## src/rtl/prld_pkg.sv

```systemverilog
// Shared types and constants of the PackBits-style run-length decoder.
package prld_pkg;

    localparam int unsigned QUEUE_DEPTH = 4;
    localparam int unsigned GROUP_BYTES = 4;
    localparam int unsigned DATA_W      = 8 * GROUP_BYTES;

    localparam logic [7:0] COUNT_MASK  = 8'h7F;
    localparam logic [7:0] REPEAT_FLAG = 8'h80;

    typedef logic [2:0] t_status;

    localparam t_status ST_OK           = 3'd0;
    localparam t_status ST_RUN_TOO_LONG = 3'd1;
    localparam t_status ST_TRUNCATED    = 3'd2;
    localparam t_status ST_TRAILING     = 3'd3;
    localparam t_status ST_TOO_SHORT    = 3'd4;

    typedef struct packed {
        logic [7:0] value;
        logic [7:0] count;
        logic       last;
        t_status    status;
    } t_cmd;

endpackage

```

## src/rtl/prld_in_if.sv

```systemverilog
// Handshake channel that carries compressed stream bytes.
interface prld_in_if;
    logic       valid;
    logic       ready;
    logic [7:0] in_byte;
    logic       in_final;

    modport source (output valid, output in_byte, output in_final, input ready);
    modport sink (input valid, input in_byte, input in_final, output ready);
endinterface

```

## src/rtl/prld_out_if.sv

```systemverilog
// Handshake channel that carries groups of decoded bytes and the stream status.
interface prld_out_if;
    logic                        valid;
    logic                        ready;
    logic [prld_pkg::DATA_W-1:0] out_data;
    logic [2:0]                  out_valid_bytes;
    logic                        out_end;
    logic [2:0]                  out_status;

    modport source (output valid, output out_data, output out_valid_bytes,
                    output out_end, output out_status, input ready);
    modport sink (input valid, input out_data, input out_valid_bytes,
                  input out_end, input out_status, output ready);
endinterface

```

## src/rtl/prld_front.sv

```systemverilog
// Front end: parses header, repeat and literal bytes and issues expansion commands.
module prld_front (
    input  logic               i_clk,
    input  logic               i_rst_n,
    input  logic [31:0]        i_expected_size,
    prld_in_if.sink            i_in,
    input  logic               i_full,
    output logic               o_push,
    output prld_pkg::t_cmd     o_cmd
);

    typedef enum logic [1:0] {
        MODE_HEADER,
        MODE_REPEAT,
        MODE_LITERAL,
        MODE_DROP
    } t_mode;

    t_mode             r_mode, n_mode;
    logic [7:0]        r_left, n_left;
    logic [31:0]       r_cnt, n_cnt;
    prld_pkg::t_status r_err, n_err;

    logic              accept;
    logic [7:0]        hdr_count;
    logic [32:0]       run_end;
    logic [7:0]        add;
    prld_pkg::t_status end_status;

    assign i_in.ready = !i_full;
    assign accept     = i_in.valid && i_in.ready;
    assign hdr_count  = (i_in.in_byte & prld_pkg::COUNT_MASK) + 8'd1;
    assign run_end    = {1'b0, r_cnt} + {25'd0, hdr_count};

    always_comb begin
        n_mode     = r_mode;
        n_left     = r_left;
        n_err      = r_err;
        n_cnt      = r_cnt;
        add        = 8'd0;
        end_status = prld_pkg::ST_OK;
        if (accept) begin
            unique case (r_mode)
                MODE_HEADER: begin
                    if (r_cnt >= i_expected_size) begin
                        n_err  = prld_pkg::ST_TRAILING;
                        n_mode = MODE_DROP;
                        n_left = 8'd0;
                    end else if (run_end > {1'b0, i_expected_size}) begin
                        n_err  = prld_pkg::ST_RUN_TOO_LONG;
                        n_mode = MODE_DROP;
                        n_left = 8'd0;
                    end else begin
                        n_left = hdr_count;
                        n_mode = ((i_in.in_byte & prld_pkg::REPEAT_FLAG) != 8'd0) ?
                                 MODE_REPEAT : MODE_LITERAL;
                    end
                end
                MODE_REPEAT: begin
                    add    = r_left;
                    n_left = 8'd0;
                    n_mode = MODE_HEADER;
                end
                MODE_LITERAL: begin
                    add = 8'd1;
                    if (r_left != 8'd0) begin
                        n_left = r_left - 8'd1;
                    end
                    if (n_left == 8'd0) begin
                        n_mode = MODE_HEADER;
                    end
                end
                MODE_DROP: begin
                end
                default: begin
                end
            endcase
            n_cnt = r_cnt + {24'd0, add};
            if (i_in.in_final) begin
                if (n_err != prld_pkg::ST_OK) begin
                    end_status = n_err;
                end else if (n_mode == MODE_REPEAT || n_mode == MODE_LITERAL) begin
                    end_status = prld_pkg::ST_TRUNCATED;
                end else if (n_cnt == i_expected_size) begin
                    end_status = prld_pkg::ST_OK;
                end else begin
                    end_status = prld_pkg::ST_TOO_SHORT;
                end
                n_mode = MODE_HEADER;
                n_left = 8'd0;
                n_cnt  = 32'd0;
                n_err  = prld_pkg::ST_OK;
            end
        end
    end

    assign o_push       = accept && (add != 8'd0 || i_in.in_final);
    assign o_cmd.value  = i_in.in_byte;
    assign o_cmd.count  = add;
    assign o_cmd.last   = i_in.in_final;
    assign o_cmd.status = end_status;

    always_ff @(posedge i_clk) begin
        if (!i_rst_n) begin
            r_mode <= MODE_HEADER;
            r_left <= 8'd0;
            r_cnt  <= 32'd0;
            r_err  <= prld_pkg::ST_OK;
        end else begin
            r_mode <= n_mode;
            r_left <= n_left;
            r_cnt  <= n_cnt;
            r_err  <= n_err;
        end
    end

    a_final_clears: assert property (@(posedge i_clk) disable iff (!i_rst_n)
        accept && i_in.in_final |=> r_cnt == 32'd0 && r_mode == MODE_HEADER &&
                                    r_err == prld_pkg::ST_OK)
        else $error("stream state not cleared after the final item");

    a_push_has_data: assert property (@(posedge i_clk) disable iff (!i_rst_n)
        o_push && !o_cmd.last |-> o_cmd.count != 8'd0)
        else $error("empty command pushed without end of stream");

endmodule

```

## src/rtl/prld_queue.sv

```systemverilog
// Small command queue between the parsing front end and the expansion back end.
module prld_queue #(
    parameter int unsigned DEPTH = prld_pkg::QUEUE_DEPTH
) (
    input  logic           i_clk,
    input  logic           i_rst_n,
    input  logic           i_push,
    input  prld_pkg::t_cmd i_cmd,
    output logic           o_full,
    input  logic           i_pop,
    output logic           o_head_valid,
    output prld_pkg::t_cmd o_head
);

    localparam int unsigned AW = (DEPTH > 1) ? $clog2(DEPTH) : 1;
    localparam int unsigned CW = $clog2(DEPTH + 1);

    prld_pkg::t_cmd r_mem [DEPTH];
    logic [AW-1:0]  r_wr_ptr, r_rd_ptr;
    logic [CW-1:0]  r_count;

    assign o_full       = (r_count == CW'(DEPTH));
    assign o_head_valid = (r_count != '0);
    assign o_head       = r_mem[r_rd_ptr];

    always_ff @(posedge i_clk) begin
        if (i_push) begin
            r_mem[r_wr_ptr] <= i_cmd;
        end
    end

    always_ff @(posedge i_clk) begin
        if (!i_rst_n) begin
            r_wr_ptr <= '0;
            r_rd_ptr <= '0;
            r_count  <= '0;
        end else begin
            if (i_push) begin
                r_wr_ptr <= (r_wr_ptr == AW'(DEPTH - 1)) ? '0 : r_wr_ptr + AW'(1);
            end
            if (i_pop) begin
                r_rd_ptr <= (r_rd_ptr == AW'(DEPTH - 1)) ? '0 : r_rd_ptr + AW'(1);
            end
            if (i_push && !i_pop) begin
                r_count <= r_count + CW'(1);
            end else if (!i_push && i_pop) begin
                r_count <= r_count - CW'(1);
            end
        end
    end

    a_no_overflow: assert property (@(posedge i_clk) disable iff (!i_rst_n)
        !(i_push && o_full && !i_pop))
        else $error("push into a full command queue");

    a_no_underflow: assert property (@(posedge i_clk) disable iff (!i_rst_n)
        i_pop |-> o_head_valid)
        else $error("pop from an empty command queue");

endmodule

```

## src/rtl/prld_back.sv

```systemverilog
// Back end: expands commands into groups of decoded bytes in an output register.
module prld_back (
    input  logic           i_clk,
    input  logic           i_rst_n,
    input  logic           i_head_valid,
    input  prld_pkg::t_cmd i_head,
    output logic           o_pop,
    prld_out_if.source     o_out
);

    logic [7:0]                  r_offset;
    logic                        r_out_valid;
    logic [prld_pkg::DATA_W-1:0] r_out_data;
    logic [2:0]                  r_out_bytes;
    logic                        r_out_end;
    prld_pkg::t_status           r_out_status;

    logic                        take;
    logic [7:0]                  rem;
    logic                        last_group;
    logic [2:0]                  nbytes;
    logic [prld_pkg::DATA_W-1:0] group_data;

    assign take       = !r_out_valid || o_out.ready;
    assign rem        = i_head.count - r_offset;
    assign last_group = (rem <= 8'(prld_pkg::GROUP_BYTES));
    assign nbytes     = last_group ? rem[2:0] : 3'(prld_pkg::GROUP_BYTES);
    assign o_pop      = i_head_valid && take && last_group;

    always_comb begin
        for (int j = 0; j < prld_pkg::GROUP_BYTES; j++) begin
            group_data[8*j +: 8] = (3'(j) < nbytes) ? i_head.value : 8'd0;
        end
    end

    always_ff @(posedge i_clk) begin
        if (!i_rst_n) begin
            r_out_valid <= 1'b0;
            r_offset    <= 8'd0;
        end else if (take) begin
            r_out_valid <= i_head_valid;
            if (i_head_valid) begin
                r_offset <= last_group ? 8'd0 : r_offset + 8'(prld_pkg::GROUP_BYTES);
            end
        end
    end

    always_ff @(posedge i_clk) begin
        if (take && i_head_valid) begin
            r_out_data   <= group_data;
            r_out_bytes  <= nbytes;
            r_out_end    <= i_head.last && last_group;
            r_out_status <= (i_head.last && last_group) ? i_head.status : prld_pkg::ST_OK;
        end
    end

    assign o_out.valid           = r_out_valid;
    assign o_out.out_data        = r_out_data;
    assign o_out.out_valid_bytes = r_out_bytes;
    assign o_out.out_end         = r_out_end;
    assign o_out.out_status      = r_out_status;

    a_status_only_at_end: assert property (@(posedge i_clk) disable iff (!i_rst_n)
        r_out_valid && !r_out_end |-> r_out_status == prld_pkg::ST_OK)
        else $error("status reported on a result that does not end the stream");

    a_offset_in_range: assert property (@(posedge i_clk) disable iff (!i_rst_n)
        i_head_valid |-> r_offset < i_head.count || r_offset == 8'd0)
        else $error("expansion offset beyond the command length");

endmodule

```

## src/rtl/packbits_run_length_decoder_core.sv

```systemverilog
// Top level of the PackBits-style run-length decoder: size register, front end, queue, back end.
//
//   Channel   Dir   Handshake          Content
//   i_in      in    valid/ready        in_byte, in_final
//   o_out     out   valid/ready        out_data, out_valid_bytes, out_end, out_status
//   cfg       in    i_cfg_we           i_cfg_wdata (expected decoded size)
//
// The front end accepts a header, repeat or literal byte every cycle while the command queue
// has room.
// A repeat of N bytes is expanded by the back end into ceil(N/4) groups of up to four bytes,
// so long runs fill the queue and then hold off the input.
// Reset is synchronous and active low; it clears the size register, the parser, the queue and the output valid flag.
// The output register holds its result while o_out.ready is low and the front end keeps working.
module packbits_run_length_decoder_core #(
    parameter int unsigned QUEUE_DEPTH = prld_pkg::QUEUE_DEPTH
) (
    input  logic        i_clk,
    input  logic        i_rst_n,
    input  logic        i_cfg_we,
    input  logic [31:0] i_cfg_wdata,
    prld_in_if.sink     i_in,
    prld_out_if.source  o_out
);

    logic [31:0]    r_expected_size;
    logic           push;
    logic           full;
    logic           pop;
    logic           head_valid;
    prld_pkg::t_cmd cmd;
    prld_pkg::t_cmd head;

    always_ff @(posedge i_clk) begin
        if (!i_rst_n) begin
            r_expected_size <= 32'd0;
        end else if (i_cfg_we) begin
            r_expected_size <= i_cfg_wdata;
        end
    end

    prld_front u_front (
        .i_clk           (i_clk),
        .i_rst_n         (i_rst_n),
        .i_expected_size (r_expected_size),
        .i_in            (i_in),
        .i_full          (full),
        .o_push          (push),
        .o_cmd           (cmd)
    );

    prld_queue #(
        .DEPTH (QUEUE_DEPTH)
    ) u_queue (
        .i_clk        (i_clk),
        .i_rst_n      (i_rst_n),
        .i_push       (push),
        .i_cmd        (cmd),
        .o_full       (full),
        .i_pop        (pop),
        .o_head_valid (head_valid),
        .o_head       (head)
    );

    prld_back u_back (
        .i_clk        (i_clk),
        .i_rst_n      (i_rst_n),
        .i_head_valid (head_valid),
        .i_head       (head),
        .o_pop        (pop),
        .o_out        (o_out)
    );

endmodule

```

## src/flat_wrapper.sv

```systemverilog
// flat-port wrapper written by rule: the top's interface ports become plain ports
module packbits_run_length_decoder_core_flat 
#(
    parameter int unsigned QUEUE_DEPTH = prld_pkg::QUEUE_DEPTH
)
  (i_clk, i_rst_n, i_cfg_we, i_cfg_wdata, i_in_valid, i_in_in_byte, i_in_in_final, i_in_ready, o_out_valid, o_out_out_data, o_out_out_valid_bytes, o_out_out_end, o_out_out_status, o_out_ready);
  prld_in_if i_in_i ();
  prld_out_if o_out_i ();
  input  logic i_clk;
  input  logic i_rst_n;
  input  logic i_cfg_we;
  input  logic [31:0] i_cfg_wdata;
  input wire logic [$bits(i_in_i.valid)-1:0] i_in_valid;
  input wire logic [$bits(i_in_i.in_byte)-1:0] i_in_in_byte;
  input wire logic [$bits(i_in_i.in_final)-1:0] i_in_in_final;
  output wire logic [$bits(i_in_i.ready)-1:0] i_in_ready;
  output wire logic [$bits(o_out_i.valid)-1:0] o_out_valid;
  output wire logic [$bits(o_out_i.out_data)-1:0] o_out_out_data;
  output wire logic [$bits(o_out_i.out_valid_bytes)-1:0] o_out_out_valid_bytes;
  output wire logic [$bits(o_out_i.out_end)-1:0] o_out_out_end;
  output wire logic [$bits(o_out_i.out_status)-1:0] o_out_out_status;
  input wire logic [$bits(o_out_i.ready)-1:0] o_out_ready;
  assign i_in_i.valid = i_in_valid;
  assign i_in_i.in_byte = i_in_in_byte;
  assign i_in_i.in_final = i_in_in_final;
  assign i_in_ready = i_in_i.ready;
  assign o_out_valid = o_out_i.valid;
  assign o_out_out_data = o_out_i.out_data;
  assign o_out_out_valid_bytes = o_out_i.out_valid_bytes;
  assign o_out_out_end = o_out_i.out_end;
  assign o_out_out_status = o_out_i.out_status;
  assign o_out_i.ready = o_out_ready;
  packbits_run_length_decoder_core #(.QUEUE_DEPTH(QUEUE_DEPTH)) u_core (.i_clk(i_clk), .i_rst_n(i_rst_n), .i_cfg_we(i_cfg_we), .i_cfg_wdata(i_cfg_wdata), .i_in(i_in_i), .o_out(o_out_i));
endmodule
```

## config.mk

```make
export PLATFORM = sky130hd
export DESIGN_NAME = packbits_run_length_decoder_core_flat
export DESIGN_NICKNAME = d
export VERILOG_FILES = /design/src/rtl/prld_pkg.sv /design/src/rtl/prld_in_if.sv /design/src/rtl/prld_out_if.sv /design/src/rtl/prld_front.sv /design/src/rtl/prld_queue.sv /design/src/rtl/prld_back.sv /design/src/rtl/packbits_run_length_decoder_core.sv /design/src/flat_wrapper.sv
export SDC_FILE = /design/constraint.sdc
export NUM_CORES = 1
export LEC_CHECK = 0
export BUFFER_PORTS_ARGS = -buffer_cell sky130_fd_sc_hd__buf_2
export CORE_MARGIN = 1
export CORE_UTILIZATION = 50
export DETAILED_ROUTE_END_ITERATION = 7
export PLACE_DENSITY = 0.68
export SETUP_SLACK_MARGIN = 0.1
export SYNTH_ARGS = -nofsm -noshare
export SYNTH_HDL_FRONTEND = slang
export SYNTH_HIERARCHICAL = 1
export SYNTH_SLANG_ARGS = --single-unit
```

## constraint.sdc

```tcl
create_clock -name i_clk -period 8.31 [get_ports i_clk]
set_input_delay 1.662 -clock i_clk [delete_from_list [all_inputs] [get_ports i_clk]]
set_output_delay 1.662 -clock i_clk [all_outputs]
set_load 0.01 [all_outputs]
```

### After elaboration in Yosys (flattened, before gate mapping)

Memories as Yosys holds them, arrays and structs flattened. A register that Yosys moved wholly into a read port is not among the register bits.
Cells that the tools add are included.

| operators by class | value |
|---|---|
| add/sub/neg operators | 10 |
| magnitude comparators | 7 |
| equality and inequality tests | 8 |
| muxes and demuxes | 38 |
| reductions and logical operators | 24 |

Operator list:

| cell | number |
|---|---|
| 8-bit two-way mux | 9 |
| 3-bit two-way mux | 13 |
| 32-bit by 8-bit adder with 33-bit output | 1 |
| 33-bit by 32-bit greater-than comparator with 1-bit output | 1 |
| 32-bit by 8-bit adder with 32-bit output | 1 |
| 32-bit == test | 1 |
| 32-bit >= comparator | 1 |
| 32-bit two-way mux | 1 |
| 8-bit one-hot mux with 3 select lines | 1 |
| 2-bit two-way mux | 10 |
| 8-bit one-hot mux with 2 select lines | 1 |
| 8-bit nonzero test | 2 |
| 7-bit by 1-bit adder with 8-bit output (second input constant) | 1 |
| 8-bit by 3-bit adder with 8-bit output (second input constant) | 1 |
| 2-bit == test (second input constant) | 4 |
| 8-bit by 3-bit less-or-equal comparator with 1-bit output (second input constant) | 1 |
| 8-bit zero test | 1 |
| 8-bit by 1-bit subtractor with 8-bit output (second input constant) | 1 |
| 8-bit subtractor | 1 |
| 1-bit logical AND | 7 |
| 1-bit by 3-bit less-than comparator with 1-bit output (first input constant) | 2 |
| 2-bit by 3-bit less-than comparator with 1-bit output (first input constant) | 2 |
| 2-bit one-hot mux with 3 select lines | 1 |
| 3-bit nonzero test | 2 |
| 12 further kinds | 21 |

| storage, ports and cells | value |
|---|---|
| bits in registers | 132 |
| RAM bits | 80 |
| input bits | 46 |
| output and inout bits | 41 |
| logic and storage cells | 105 |
| memories | 1 |

Memories:

| name | depth | bits a word | rd ports | clocked after Yosys merged registers in | write ports | RTL line | text |
|---|---|---|---|---|---|---|---|
| u_core.u_queue.r_mem | 4 | 20 | 1 | 1 | 1 | prld_queue.sv:18 | `prld_pkg::t_cmd r_mem [DEPTH];` |

### Logic depth before layout (Yosys ltp)

| logic depth | value |
|---|---|
| word-level depth | 14 |
| depth in mapped cells | 23 |
| mapped depth without buffers | 22 |

### Modules after synthesis

Netlist, hierarchy kept.

Modules (own cells, without submodules):

| module | times used | cells each | area an instance (µm²) | sequential area each (µm²) |
|---|---|---|---|---|
| prld_front | 1 | 874 | 6506.2 | 900.9 |
| prld_queue | 1 | 148 | 3344.5 | 2582.5 |
| prld_back | 1 | 182 | 2235.9 | 1311.3 |
| packbits_run_length_decoder_core | 1 | 103 | 1243.7 | 640.6 |

### Least setup slack after synthesis

No wires, ideal clock.

| timing | value |
|---|---|
| kind | input-to-reg |
| start point | in i_in_in_byte[0] |
| end point | mem u_core/u_queue/r_mem[0][2] in the netlist's numbering (data pin) |
| library setup time | 185 ps |
| arrival | 6160 ps |
| data required time | 8125 ps |
| slack | 1965 ps |
| stages | 22 |
| path buffers | 1 |
| path through | ha_1 -> xor2_1 -> ha_1 -> a21o_1 -> a21o_1 -> a21o_1 -> a21oi_1 -> o211a_1 -> clkbuf_1 -> or3_1 -> or2_2 -> xnor2_1 -> ha_1 -> nand4_1 -> nor4_1 -> nor4bb_1 -> a21oi_1 -> a21boi_2 -> nand2_1 -> and2_1 -> or4_1 -> o22ai_1 |

RTL lines:

| item | RTL line | text |
|---|---|---|
| start: declaration | flat_wrapper.sv:14 | `input wire logic [$bits(i_in_i.in_byte)-1:0] i_in_in_byte;` |
| end: declaration | prld_queue.sv:18 |  |

==> results.md <==
* Post-route minimum period at 6.74 ns
* Placed insts at 1,666
* Slowest cell on the critical path: nor4_1
* P_int at 2.00 mW
* Core ar. at 26,100 um2
* Synth top area share at 0.268
* Worst-Margin Slew at 1.09 ns
* Most frequent cell after synthesis: edfxtp_1
* Fin Clk Skew at 0.0173 ns
* Post-route ant nets at 0
* Share of cells above drive strength 1 at 0.148
* Hold Startpoint: u_core/u_back/r_offset[3]
* Die ar. at 27,300 um2
* Delay-heaviest family, CP: simple AND/OR/NAND/NOR gates
* Post-synth ARST share at 0
* Min-delay worst type: reg2reg
* Seq pwr share at 0.449
* Final wirelength at 31,600 um
* Leakage at 5.84 nW
* Number of flops mapped to enable cells by yosys at 119
* First-pass GRT wire length at 49,600 um
* Reg area at 5440 um2
* CP Depth at 23
* Final HPWL DP at 23,200 um
* Most used flip-flop cell after synthesis: edfxtp_1
* Top Ports at 87
* Synth cell count leaders: edfxtp_1 (119), ha_1 (102), dfxtp_1 (93)
* Metal3 WL at 1410 um
* CTS sink count at 212
* Ant diodes at 0
* Synth Instances at 1,307
* WP buf/inv at 1
* Largest stage delay, worst path at 0.47 ns
* Power per cell area at 186 nW/um2
* Failing checks: design-rule violations
* Port bufs at 86
* Setup WS post-layout at 1.57 ns
* Drt wl/cell at 18.5 um
* Clock power frac at 0.398
* Top cells by area, synth: edfxtp_1 (27%), dfxtp_1 (14%), ha_1 (9.6%), nor2b_1 (3.5%), mux4_2 (3.4%)
* Synthesis-to-finish area growth at 9.80%
* R2r worst-path depth at 19
* Synth Cell Area at 13,300 um2
* Synth warn at 6
* Max Used Layer: met4
* Die X at 165 um
* Max_cap viols at 0
* Grt total ovfl at 0
* Max-Slew Margin vs Limit at 0.272
* Final Hold Vio Count at 0
* RR Endpoint: u_core/u_queue/r_mem[0][2]
* Worst Path Arrival at 7.07 ns
* Final instance area at 14,600 um2
* NetSw at 0.733 mW
* Minimum hold slack at 0.476 ns
* Worst setup SP type: input pin
* Final core utilization at 0.560
* Post-CTS sizing at 0
* Worst Hold Path Cells at 2
* Post-synth top area cell: edfxtp_1
* Worst-Skew Late Latency at 0.55 ns
* CP required at 8.65 ns
* Multi-input gate area at 7210 um2
* Worst vdd rail ir drop at 139 uV
* Worst-path clk slew at 0.06 ns
* Seq/Total Area, Yosys at 0.408
* Switching share of power at 0.269
* Hold endpoint: u_core/u_back/r_offset[3]
* Metal-1 WL at 13,800 um
* Reg2reg start: u_core/u_front/r_cnt[1]
* DRT iter0 DRCs at 491
* Post-cts hold buffer count at 0
* CP endpoint kind: register
* Clock root cell: clkbuf_16
* Fmax at 148 MHz
* Final net count at 1,509
* Routed wl met2 at 15,500 um
* Tcrit/Tclk final at 0.811
* # H-tree levels at 1
* Total Power at 2.73 mW
* TritonRoute pass-1 iters at 7
* RSZ-0062 raised after global routing: false
* Initial antenna violation count at 0
* Vias at 9,785
* FF+latch count, synth at 212
* Initial Util at 0.510
* Avg Cell Area, Syn at 10.2 um2
* Vias per inst at 5.72
* Most used cell, CP: ha_1
* Worst reg-to-reg setup slack at 2.68 ns
* Dpl ws at 1.17 ns
* Largest net degree at the start of global routing at 55
* Die Y at 165 um
* Critical-path maximum fanout at 9
* Post-place instance area at 13,800 um2
* Longest Clk Path Bufs at 3
* DR DRC count at 8
* Filler cells at 2,277
* Synth unique cells at 97
* FP Rows at 59
* Setup violators final at 0
* Total GRT Usage at 0.234
* Max Slew Vio Count at 0
* TritonCTS clock tree: built
* Post-CTS Setup Bufs at 0
* Gate power share at 0.153
* Setup TNS at 0 ns
* Sequence of cells on the critical path: buf_2 -> ha_1 -> nand3_1 -> nor2_1 -> xor2_1 -> ha_1 -> or2_2 -> a21oi_1 -> a31oi_1 -> nand3_1 -> or2_2 -> nor2_1 -> xor2_1 -> ha_1 -> nand4_1 -> nor4_1 -> nor4bb_1 -> a21oi_1 -> a21boi_2 -> nand2_1 -> and2_1 -> or4_1 -> o22ai_1
* Mapped Nets at 1,458
* Num CTS Buffers at 25
* WS Path Type: in2reg
* GP Congestion at 0.915
* Final Non-Filler Cells at 1,711
* Status: finished with violations
* Vias in the first global route at 9,443
[sequential cells by signal, summed over array words and instances (netlist names), named ones only]
name	flops
u_core/u_queue/r_count	3
u_core/u_back/o_out.out_valid_bytes	3
u_core/u_back/o_out.valid	1
u_core/u_back/o_out.out_data	32
u_core/u_front/r_mode	2
u_core/u_back/r_offset	6
u_core/u_queue/r_rd_ptr	2
u_core/r_expected_size	32
u_core/u_back/o_out.out_status	3
u_core/u_front/r_err	3
u_core/u_queue/r_mem	80
u_core/u_back/o_out.out_end	1
u_core/u_front/r_cnt	32
u_core/u_queue/r_wr_ptr	2
u_core/u_front/r_left	8
[power groups by stage]
stage | registers (mW) | clock network [mW] | logic (mW)
final | 1.23 | 1.09 | 0.419
after global routing | 1.23 | 1.15 | 0.467
after CTS | 1.23 | 1.11 | 0.422
after detailed placement | 1.25 | 0 | 0.419
after global placement | 1.25 | 0 | 0.411
after floorplan | 1.26 | 0 | 0.276
[how the worst max path moves through the flow]
stage,startpoint,endpoint
after floorplan,i_in_in_byte[0],u_core/u_queue/r_mem[0][2]
after global placement,i_in_in_byte[0],u_core/u_queue/r_mem[2][2]
after detailed placement,i_in_in_byte[0],u_core/u_queue/r_mem[2][2]
after CTS,i_in_in_byte[0],u_core/u_queue/r_mem[2][2]
after global routing,i_in_in_byte[0],u_core/u_queue/r_mem[2][2]
final,i_in_in_byte[0],u_core/u_queue/r_mem[0][2]
[metal layers]
metal  vias up  GRT usage
met5         -          0
met4         0     0.0801
met3        58     0.0330
met2       236      0.408
met1      4667      0.296
li1       4824          -
[worst min-delay path, cell delays in order (launching register included)]
cell     delay, ns
dfxtp_1       0.32
nand2_1       0.06
a21oi_1       0.05
[kinds of logic (layout without fill, tap and decap cells)]
group,count (synthesis),after routing,share of synthesized area
other cells,1,1,0.000281
flops,212,212,0.408
fa+ha+maj,105,105,0.100
xor+xnor,91,91,0.0619
simple gates,453,453,0.189
compound gates,243,243,0.125
buf+inv,142,211,0.0518
mux,60,60,0.0640
[placed cells by master, fill, tap and decap left out, types with 5 or more instances in the layout]
master,synthesis,layout
edfxtp_1,119,119
ha_1,102,102
dfxtp_1,93,93
nand2_1,90,90
buf_2,10,86
nor2b_1,74,73
inv_1,72,72
nor2_1,68,68
a21oi_1,56,56
o21ai_0,55,55
xnor2_1,50,50
xor2_1,39,39
mux2i_1,38,38
nor3_1,34,34
and2_1,27,27
nand3_1,27,27
clkbuf_16,0,25
nand4_1,25,25
a21o_1,20,20
mux4_2,20,20
nor4_1,19,19
nor2b_2,16,17
and3_1,15,15
or3_1,14,14
a21boi_0,13,13
nand2b_1,10,10
o211ai_1,10,10
o22ai_1,9,9
buf_4,17,8
a31oi_1,8,8
a211oi_1,8,8
o41ai_1,6,6
clkinv_1,0,5
or2_2,5,5
o21a_1,5,5
a22oi_1,5,5
[area by class of cell]
type	count	share of cell area
multi-input cells	953	0.492
repair buffers	94	0.0335
clock buffers	31	0.0463
flip-flops and latches	212	0.371
inverters	72	0.0185
clock inverters	14	0.00932
well taps	335	0.0286
Note: power is estimated with default switching activity, not from simulation.
